--- config.mk ---
export PLATFORM = sky130hd
export DESIGN_NAME = palette_colour_effect_core
export DESIGN_NICKNAME = d
export VERILOG_FILES = /design/src/rtl/pce_pkg.sv /design/src/rtl/palette_colour_effect_core.sv /design/src/rtl/pce_cfg_regs.sv /design/src/rtl/pce_arith.sv /design/src/rtl/pce_select.sv
export VERILOG_INCLUDE_DIRS = /design/src /design/src/rtl
export SDC_FILE = /design/constraint.sdc
export NUM_CORES = 2
export LEC_CHECK = 0
export BUFFER_PORTS_ARGS = -buffer_cell sky130_fd_sc_hd__buf_2
export CORE_AREA = 8 8 412 414
export CTS_CLUSTER_DIAMETER = 40
export DETAILED_ROUTE_END_ITERATION = 8
export DIE_AREA = 0 0 420 422
export PLACE_DENSITY_LB_ADDON = 0.08
export SYNTH_ARGS = -nofsm -noshare
export SYNTH_HDL_FRONTEND = slang
export SYNTH_SLANG_ARGS = --single-unit
--- constraint.sdc ---
create_clock -name clk -period 7.3 [get_ports clk]
set_clock_uncertainty 0.05 [all_clocks]
set_input_delay 2.19 -clock clk [delete_from_list [all_inputs] [get_ports clk]]
set_output_delay 2.19 -clock clk [all_outputs]
set_load 0.02 [all_outputs]
--- src/rtl/palette_colour_effect_core_defines.svh ---
// Assertion macros shared by the palette colour effect RTL.
// Needs clk and arst_n in the scope where a macro is used.
`ifndef PALETTE_COLOUR_EFFECT_CORE_DEFINES_SVH
`define PALETTE_COLOUR_EFFECT_CORE_DEFINES_SVH
`ifndef SYNTH
`define PCE_ASSERT_IMP(label, ante, cons) \
	label: assert property (@(posedge clk) disable iff (!arst_n) (ante) |-> (cons)) \
	else $error("pce assertion failed");
`define PCE_ASSERT_NXT(label, ante, cons) \
	label: assert property (@(posedge clk) disable iff (!arst_n) (ante) |=> (cons)) \
	else $error("pce assertion failed");
`else
`define PCE_ASSERT_IMP(label, ante, cons)
`define PCE_ASSERT_NXT(label, ante, cons)
`endif
`endif

--- src/rtl/pce_pkg.sv ---
// Package for the palette colour effect core: widths, register and mode codes,
// sepia coefficient table, reciprocal constants and shared structs. No dependencies.
package pce_pkg;

	localparam int CH_W      = 8;
	localparam int MODE_W    = 3;
	localparam int PCT_W     = 10;
	localparam int CFG_IDX_W = 2;
	localparam int COEF_W    = 16;
	localparam int FACTOR_W  = 10;
	localparam int SPROD_W   = CH_W + COEF_W;
	localparam int SSUM_W    = SPROD_W + 2;
	localparam int BPROD_W   = CH_W + FACTOR_W;
	localparam int AVG_SUM_W = 10;

	localparam logic [CFG_IDX_W-1:0] REG_EFFECT_MODE  = 2'd0;
	localparam logic [CFG_IDX_W-1:0] REG_BRIGHTEN_PCT = 2'd1;

	localparam logic [MODE_W-1:0] MODE_NONE     = 3'd0;
	localparam logic [MODE_W-1:0] MODE_SEPIA    = 3'd1;
	localparam logic [MODE_W-1:0] MODE_BLUE     = 3'd2;
	localparam logic [MODE_W-1:0] MODE_RED      = 3'd3;
	localparam logic [MODE_W-1:0] MODE_GRAY     = 3'd4;
	localparam logic [MODE_W-1:0] MODE_BRIGHTEN = 3'd5;

	localparam logic [MODE_W-1:0]       MODE_RESET = MODE_NONE;
	localparam logic signed [PCT_W-1:0] PCT_RESET  = 10'sd200;

	// Sepia matrix, unsigned Q0.16, rows are output red, green, blue.
	localparam logic [COEF_W-1:0] SEPIA_COEF [3][3] = '{
		'{16'd25756, 16'd50397, 16'd12386},
		'{16'd22872, 16'd44958, 16'd11010},
		'{16'd17826, 16'd34996, 16'd8585}
	};

	// Division by 100 as a multiply by ceil(2^32/100); exact for the product range.
	localparam int                 RECIP100_W     = 26;
	localparam logic [RECIP100_W-1:0] RECIP100    = 26'd42949673;
	localparam int                 RECIP100_SHIFT = 32;
	localparam int                 BQ_W           = BPROD_W + RECIP100_W;

	// Division by 3 as a multiply by ceil(2^13/3); exact below 8192.
	localparam int                 RECIP3_W     = 12;
	localparam logic [RECIP3_W-1:0] RECIP3      = 12'd2731;
	localparam int                 RECIP3_SHIFT = 13;
	localparam int                 AVG_PROD_W   = AVG_SUM_W + RECIP3_W;

	localparam logic [CH_W-1:0] CH_MAX = 8'd255;

	typedef struct packed {
		logic [MODE_W-1:0]       mode;
		logic signed [PCT_W-1:0] percent;
	} pce_cfg_t;

	typedef struct packed {
		logic              valid;
		logic [MODE_W-1:0] mode;
		logic              bright_zero;
	} pce_ctl_t;

endpackage

--- src/rtl/palette_colour_effect_core.sv ---
// Top level of the palette colour effect core: config registers, multiply
// pipeline and output stage. Depends on pce_pkg, pce_cfg_regs, pce_arith, pce_select.
//
// Channel   Handshake                 Payload
// input     start, busy               red_in, green_in, blue_in
// result    done (valid per result)   red_out, green_out, blue_out
// config    cfg_valid, cfg_ready      cfg_index, cfg_data
//
// One word is accepted every cycle; busy is never raised.
// Each word passes three multiply stages (input capture, products, then sums and
// reciprocal scaling) and then the output register before its result appears.
// Reset clears the valid bits and returns the registers to mode none, percent 200.
// The receiver cannot stall, so the pipeline always advances.
`include "palette_colour_effect_core_defines.svh"
module palette_colour_effect_core (
	input  logic                           clk,
	input  logic                           arst_n,
	input  logic                           start,
	output logic                           busy,
	input  logic [pce_pkg::CH_W-1:0]       red_in,
	input  logic [pce_pkg::CH_W-1:0]       green_in,
	input  logic [pce_pkg::CH_W-1:0]       blue_in,
	output logic                           done,
	output logic [pce_pkg::CH_W-1:0]       red_out,
	output logic [pce_pkg::CH_W-1:0]       green_out,
	output logic [pce_pkg::CH_W-1:0]       blue_out,
	input  logic                           cfg_valid,
	output logic                           cfg_ready,
	input  logic [pce_pkg::CFG_IDX_W-1:0]  cfg_index,
	input  logic [pce_pkg::PCT_W-1:0]      cfg_data
);
	import pce_pkg::*;

	pce_cfg_t                  cfg;
	pce_ctl_t                  ctl_s3;
	logic [2:0][CH_W-1:0]      ch_s3;
	logic [2:0][SSUM_W-1:0]    sepia_s3;
	logic [2:0][BQ_W-1:0]      bright_s3;
	logic [AVG_PROD_W-1:0]     avg_s3;
	logic                      accept;

	assign busy   = 1'b0;
	assign accept = start && !busy;

	pce_cfg_regs u_cfg (
		.clk       (clk),
		.arst_n    (arst_n),
		.cfg_valid (cfg_valid),
		.cfg_ready (cfg_ready),
		.cfg_index (cfg_index),
		.cfg_data  (cfg_data),
		.cfg       (cfg)
	);

	pce_arith u_arith (
		.clk       (clk),
		.arst_n    (arst_n),
		.accept    (accept),
		.red       (red_in),
		.green     (green_in),
		.blue      (blue_in),
		.cfg       (cfg),
		.ctl_s3    (ctl_s3),
		.ch_s3     (ch_s3),
		.sepia_s3  (sepia_s3),
		.bright_s3 (bright_s3),
		.avg_s3    (avg_s3)
	);

	pce_select u_select (
		.clk       (clk),
		.arst_n    (arst_n),
		.ctl_s3    (ctl_s3),
		.ch_s3     (ch_s3),
		.sepia_s3  (sepia_s3),
		.bright_s3 (bright_s3),
		.avg_s3    (avg_s3),
		.done      (done),
		.red       (red_out),
		.green     (green_out),
		.blue      (blue_out)
	);

	// Every result strobe traces back to an accepted word.
	`PCE_ASSERT_IMP(a_done_latency, done, $past(start, 4))

endmodule

--- src/rtl/pce_cfg_regs.sv ---
// Configuration registers of the palette colour effect core.
// Depends on pce_pkg.
module pce_cfg_regs (
	input  logic                           clk,
	input  logic                           arst_n,
	input  logic                           cfg_valid,
	output logic                           cfg_ready,
	input  logic [pce_pkg::CFG_IDX_W-1:0]  cfg_index,
	input  logic [pce_pkg::PCT_W-1:0]      cfg_data,
	output pce_pkg::pce_cfg_t              cfg
);
	import pce_pkg::*;

	logic [MODE_W-1:0]       mode_q;
	logic signed [PCT_W-1:0] percent_q;

	assign cfg_ready = 1'b1;

	always_ff @(posedge clk or negedge arst_n) begin
		if (!arst_n) begin
			mode_q    <= MODE_RESET;
			percent_q <= PCT_RESET;
		end else if (cfg_valid && cfg_ready) begin
			unique case (cfg_index)
				REG_EFFECT_MODE:  mode_q    <= cfg_data[MODE_W-1:0];
				REG_BRIGHTEN_PCT: percent_q <= $signed(cfg_data);
				default: ;
			endcase
		end
	end

	assign cfg.mode    = mode_q;
	assign cfg.percent = percent_q;

endmodule

--- src/rtl/pce_arith.sv ---
// Multiply pipeline (stages 1 to 3): sepia products and sums, brighten products
// scaled by 1/100, channel sum scaled by 1/3. Depends on pce_pkg.
module pce_arith (
	input  logic                                   clk,
	input  logic                                   arst_n,
	input  logic                                   accept,
	input  logic [pce_pkg::CH_W-1:0]               red,
	input  logic [pce_pkg::CH_W-1:0]               green,
	input  logic [pce_pkg::CH_W-1:0]               blue,
	input  pce_pkg::pce_cfg_t                      cfg,
	output pce_pkg::pce_ctl_t                      ctl_s3,
	output logic [2:0][pce_pkg::CH_W-1:0]          ch_s3,
	output logic [2:0][pce_pkg::SSUM_W-1:0]        sepia_s3,
	output logic [2:0][pce_pkg::BQ_W-1:0]          bright_s3,
	output logic [pce_pkg::AVG_PROD_W-1:0]         avg_s3
);
	import pce_pkg::*;

	logic signed [PCT_W:0]               factor_full;
	pce_ctl_t                            ctl_s1, ctl_s2;
	logic [2:0][CH_W-1:0]                ch_s1, ch_s2;
	logic [FACTOR_W-1:0]                 factor_s1;
	logic [2:0][2:0][SPROD_W-1:0]        sprod_s2;
	logic [2:0][BPROD_W-1:0]             bprod_s2;
	logic [AVG_SUM_W-1:0]                sum_s2;

	assign factor_full = (PCT_W+1)'(signed'(100)) + (PCT_W+1)'(cfg.percent);

	// Control travels with the data; the pipeline never stalls.
	always_ff @(posedge clk or negedge arst_n) begin
		if (!arst_n) begin
			ctl_s1 <= '0;
			ctl_s2 <= '0;
			ctl_s3 <= '0;
		end else begin
			ctl_s1.valid       <= accept;
			ctl_s1.mode        <= cfg.mode;
			ctl_s1.bright_zero <= (factor_full <= 0);
			ctl_s2 <= ctl_s1;
			ctl_s3 <= ctl_s2;
		end
	end

	always_ff @(posedge clk) begin
		ch_s1     <= {blue, green, red};
		factor_s1 <= factor_full[FACTOR_W-1:0];
		ch_s2     <= ch_s1;
		ch_s3     <= ch_s2;
		sum_s2    <= AVG_SUM_W'(ch_s1[0]) + AVG_SUM_W'(ch_s1[1]) + AVG_SUM_W'(ch_s1[2]);
		avg_s3    <= AVG_PROD_W'(sum_s2) * AVG_PROD_W'(RECIP3);
		for (int r = 0; r < 3; r++) begin
			for (int c = 0; c < 3; c++) begin
				sprod_s2[r][c] <= SPROD_W'(ch_s1[c]) * SPROD_W'(SEPIA_COEF[r][c]);
			end
			bprod_s2[r]  <= BPROD_W'(ch_s1[r]) * BPROD_W'(factor_s1);
			sepia_s3[r]  <= SSUM_W'(sprod_s2[r][0]) + SSUM_W'(sprod_s2[r][1])
			              + SSUM_W'(sprod_s2[r][2]);
			bright_s3[r] <= BQ_W'(bprod_s2[r]) * BQ_W'(RECIP100);
		end
	end

endmodule

--- src/rtl/pce_select.sv ---
// Output stage: shifts, clamps and effect selection into the result registers.
// Depends on pce_pkg and palette_colour_effect_core_defines.svh.
`include "palette_colour_effect_core_defines.svh"
module pce_select (
	input  logic                                   clk,
	input  logic                                   arst_n,
	input  pce_pkg::pce_ctl_t                      ctl_s3,
	input  logic [2:0][pce_pkg::CH_W-1:0]          ch_s3,
	input  logic [2:0][pce_pkg::SSUM_W-1:0]        sepia_s3,
	input  logic [2:0][pce_pkg::BQ_W-1:0]          bright_s3,
	input  logic [pce_pkg::AVG_PROD_W-1:0]         avg_s3,
	output logic                                   done,
	output logic [pce_pkg::CH_W-1:0]               red,
	output logic [pce_pkg::CH_W-1:0]               green,
	output logic [pce_pkg::CH_W-1:0]               blue
);
	import pce_pkg::*;

	localparam int SEP_Q_W = SSUM_W - COEF_W;
	localparam int BRI_Q_W = BQ_W - RECIP100_SHIFT;

	logic [2:0][CH_W-1:0]  sepia_ch, bright_ch, res;
	logic [SEP_Q_W-1:0]    sep_q [3];
	logic [BRI_Q_W-1:0]    bri_q [3];
	logic [CH_W-1:0]       avg;
	logic                  done_s4;
	logic [2:0][CH_W-1:0]  res_s4;

	assign avg = avg_s3[RECIP3_SHIFT +: CH_W];

	always_comb begin
		for (int i = 0; i < 3; i++) begin
			sep_q[i]     = sepia_s3[i][SSUM_W-1:COEF_W];
			bri_q[i]     = bright_s3[i][BQ_W-1:RECIP100_SHIFT];
			sepia_ch[i]  = (sep_q[i] > SEP_Q_W'(CH_MAX)) ? CH_MAX : sep_q[i][CH_W-1:0];
			bright_ch[i] = ctl_s3.bright_zero ? '0 :
			               (bri_q[i] > BRI_Q_W'(CH_MAX)) ? CH_MAX : bri_q[i][CH_W-1:0];
		end
		res = ch_s3;
		case (ctl_s3.mode)
			MODE_SEPIA:    res = sepia_ch;
			MODE_BLUE:     res = {ch_s3[2], avg, avg};
			MODE_RED:      res = {avg, avg, ch_s3[0]};
			MODE_GRAY:     res = {avg, avg, avg};
			MODE_BRIGHTEN: res = bright_ch;
			default:       res = ch_s3;
		endcase
	end

	always_ff @(posedge clk or negedge arst_n) begin
		if (!arst_n) begin
			done_s4 <= 1'b0;
		end else begin
			done_s4 <= ctl_s3.valid;
		end
	end

	always_ff @(posedge clk) begin
		res_s4 <= res;
	end

	assign done  = done_s4;
	assign red   = res_s4[0];
	assign green = res_s4[1];
	assign blue  = res_s4[2];

	`PCE_ASSERT_NXT(a_gray_equal, ctl_s3.valid && ctl_s3.mode == MODE_GRAY, red == green && green == blue)
	`PCE_ASSERT_NXT(a_bright_zero, ctl_s3.valid && ctl_s3.mode == MODE_BRIGHTEN && ctl_s3.bright_zero, red == '0 && green == '0 && blue == '0)

endmodule

==> key figures <==
STA
  – Worst-margin pin slew: 1134 ps
  – Fmax: 158.2 MHz
  – Final slew viol count: 0
  – Number of setup violations in the final report: 0
  – Final Cycle Share: 86.60%
  – Min cycle time layout: 6322 ps
  – Final hold violation count: 0
  – Setup TNS: 0 ps
  – RSZ-0062 raised after global routing: false
  – Slew HR: 24.26%

Layout
  – Share of cells above drive strength 1: 6.142%
  – Final cell count without fillers: 8,215
  – Final instance area: 0.06347 mm^2
  – Layout net count: 7,953
  – Filler instances: 16,455
  – Syn-to-layout area delta: 11.96%
  – Final Util: 38.82%

Placement
  – Area after DPL: 0.06001 mm^2
  – Gpl congestion: 0.8617
  – Placed cell count: 8,034
  – Post-detail-place hpwl: 142.1 mm
  – I/O Buffers: 64

Global route
  – Initial antenna violation count: 5
  – Largest net degree at the start of global routing: 48
  – GRT Overall Usage: 18.59%
  – Vias in the first global route: 41,845
  – Global route total overflow: 0
  – First-pass GRT wire length: 253.6 mm

Setup path
  – Worst R2R Start: u_arith.bprod_s2[46]$_DFF_P_
  – Worst Setup End Kind: flip-flop
  – Critical path type: reg2reg
  – CP Launch Type: flip-flop
  – Critical path data arrival time: 6850 ps
  – Cell mode on critical path: fa_1
  – Critical path buffers and inverters: 2
  – Crit-path slowest cell: dfxtp_1
  – Worst path cell trace: fa_1 > fa_1 > fa_1 > fa_1 > fa_1 > inv_1 > fa_1 > inv_1 > ha_1 > nand2_1 > nor2_1 > nand2_1 > or4_1 > o211ai_2 > nand2_1 > o31ai_1 > a21oi_1 > xnor2_1
  – CP delay by family, top: adder cells
  – Worst setup path startpoint: u_arith.bprod_s2[46]$_DFF_P_
  – Max FO, Critical Path: 9
  – Slowest stage delay, CP: 590 ps
  – Req. time, crit path: 7830 ps

Routing
  – Post-Route WL: 162.6 mm
  – Routed Antenna Nets: 0
  – DR vias/cell: 4.681
  – TritonRoute pass-1 iters: 5
  – Starting DRT DRC Count: 1,422
  – Routed len/inst: 19.79 um
  – Via count: 38,458
  – Remaining DRCs: 0

Floorplan
  – Starting Density: 34.67%
  – Die height: 422 um
  – Die area: 0.1772 mm^2
  – Num rows: 149
  – Core ar.: 0.1635 mm^2
  – Die width: 420 um
  – Boundary Pins: 67

Yosys
  – Synth top area share: 27.19%
  – Leading cell types by count after synthesis: 1,252 x inv_1, 1,232 x ha_1, 739 x fa_1
  – Sequential area share after synthesis: 15.84%
  – Syn Std Cell Area: 0.05669 mm^2
  – Dominant cell type by area after synthesis: ha_1
  – FFs w/ async S/R, synth: 6.576%
  – Area contributors post-synth: ha_1 27%, fa_1 26%, dfxtp_1 15%, inv_1 8.3%, xnor2_1 3.1%
  – EDFF count, synth: 0
  – Post-synth cell types: 91
  – Syn avg cell area: 9.803 um^2
  – Synth warnings: 0
  – Yosys reg bits: 441
  – Most common cell in the netlist: inv_1
  – Post-Syn Instances: 5,783
  – Ys flop type: dfxtp_1

Clock tree
  – Root Driver: clkbuf_16
  – Num CTS Buffers: 95
  – Hold-fix buffers, CTS: 0
  – Clk slew on worst S/H paths: 60 ps
  – CTS tree: done
  – Post_cts resized: 0
  – H-tree levels: 3
  – Clock tree buffer depth: 3
  – Clock Sinks: 441
  – Postcts setup bufs: 0
  – Worst-skew pair later-pin latency: 700 ps

Run
  – Max cap viols: 0

Worst hold path
  – Hold path start: u_arith.ch_s2[14]$_DFF_P_
  – HP Class: reg2reg

Run status
  – Status: completed
## metrics by stage
step                hold WS (ps)  setup slack (ps)
detailed placement         263.5              1005
global placement           261.6              1049
CTS                        274.6             972.0
finish                     273.3             978.1
floorplan                  259.6              1546
global route               285.1             617.0
## routing by layer
layer | GRT usage [%] | wire (um)
met5 | 0 | 0
met4 | 5.401 | 4694
met3 | 1.774 | 3454
met2 | 32.80 | 80540
met1 | 24.06 | 73920
## cell families (layout without fill, tap and decap cells)
logic type                 count (synthesis)  in the layout  synth area share (%)
DFF                                      441            441                 15.84
xor gates and xnor gates                 283            283                 4.372
muxes                                     16             16                0.3112
and+or+nand+nor                          940            940                 8.113
buffers and inverters                   1323           1561                 8.773
AOI/OAI and AO/OA                        807            807                 9.294
adders and majority gates               1971           1971                 53.29
other                                      2              7               0.01325
## path summary, 6_finish.rpt
kind / cells past startpoint / to / slack, ps
hold / removal: 0 / u_arith.ch_s3[14]$_DFF_P_ / 270
hold reg to reg: 0 / u_arith.ch_s3[14]$_DFF_P_ / 270
min in group asynchronous: 1 / u_arith.ctl_s2[4]$_DFF_PN0_ / 1520
setup reg to reg: 18 / u_arith.bright_s3[131]$_DFF_P_ / 980
max in group asynchronous: 1 / u_arith.ctl_s2[2]$_DFF_PN0_ / 5080
setup / recovery: 18 / u_arith.bright_s3[131]$_DFF_P_ / 980
## sequential cells by signal, indices dropped and copies added (netlist names)
signal,cells
u_arith.sprod_s2,168
u_arith.bright_s3,36
u_arith.ch_s1,24
u_select.blue,8
u_select.done,1
u_select.red,8
u_arith.ch_s2,24
u_arith.ch_s3,24
u_arith.factor_s1,10
u_cfg.percent_q,10
u_select.green,8
u_arith.ctl_s2,5
u_arith.sum_s2,10
u_arith.bprod_s2,54
u_arith.sepia_s3,30
u_arith.avg_s3,8
u_arith.ctl_s1,5
u_cfg.mode_q,3
u_arith.ctl_s3,5
## area by class of cell
class | instances | area (um^2) | share of cell area (%)
Sequential cell | 441 | 8979 | 14.15
Timing Repair Buffer | 129 | 833.3 | 1.313
Clock buffer | 106 | 2499 | 3.937
Inverter | 1253 | 4703 | 7.410
Tap cell | 2189 | 2739 | 4.315
Multi-Input combinational cell | 4022 | 42750 | 67.35
Antenna cell | 2 | 5.005 | 0.007885
Clock inverter | 73 | 963.4 | 1.518
## layout by cell type (no fill, tap or decap), types with 37 or more instances in the layout
cell type and count:
buf_2 64, o21a_1 37, nand3_1 79, xnor2_1 203
xor2_1 80, a21oi_1 224, nor3_1 58, buf_4 63
dfxtp_1 411, clkbuf_16 95, nor2_1 197, nor2b_1 41
o21bai_1 41, nand2_1 273, o21ai_0 161, inv_1 1252
and2_1 129, nand2b_1 42, a21o_1 98, ha_1 1232
fa_1 739
Power is left out: the tool's default activity adds up to more than one toggle a clock period on the data nets, which glitch-free logic cannot reach.
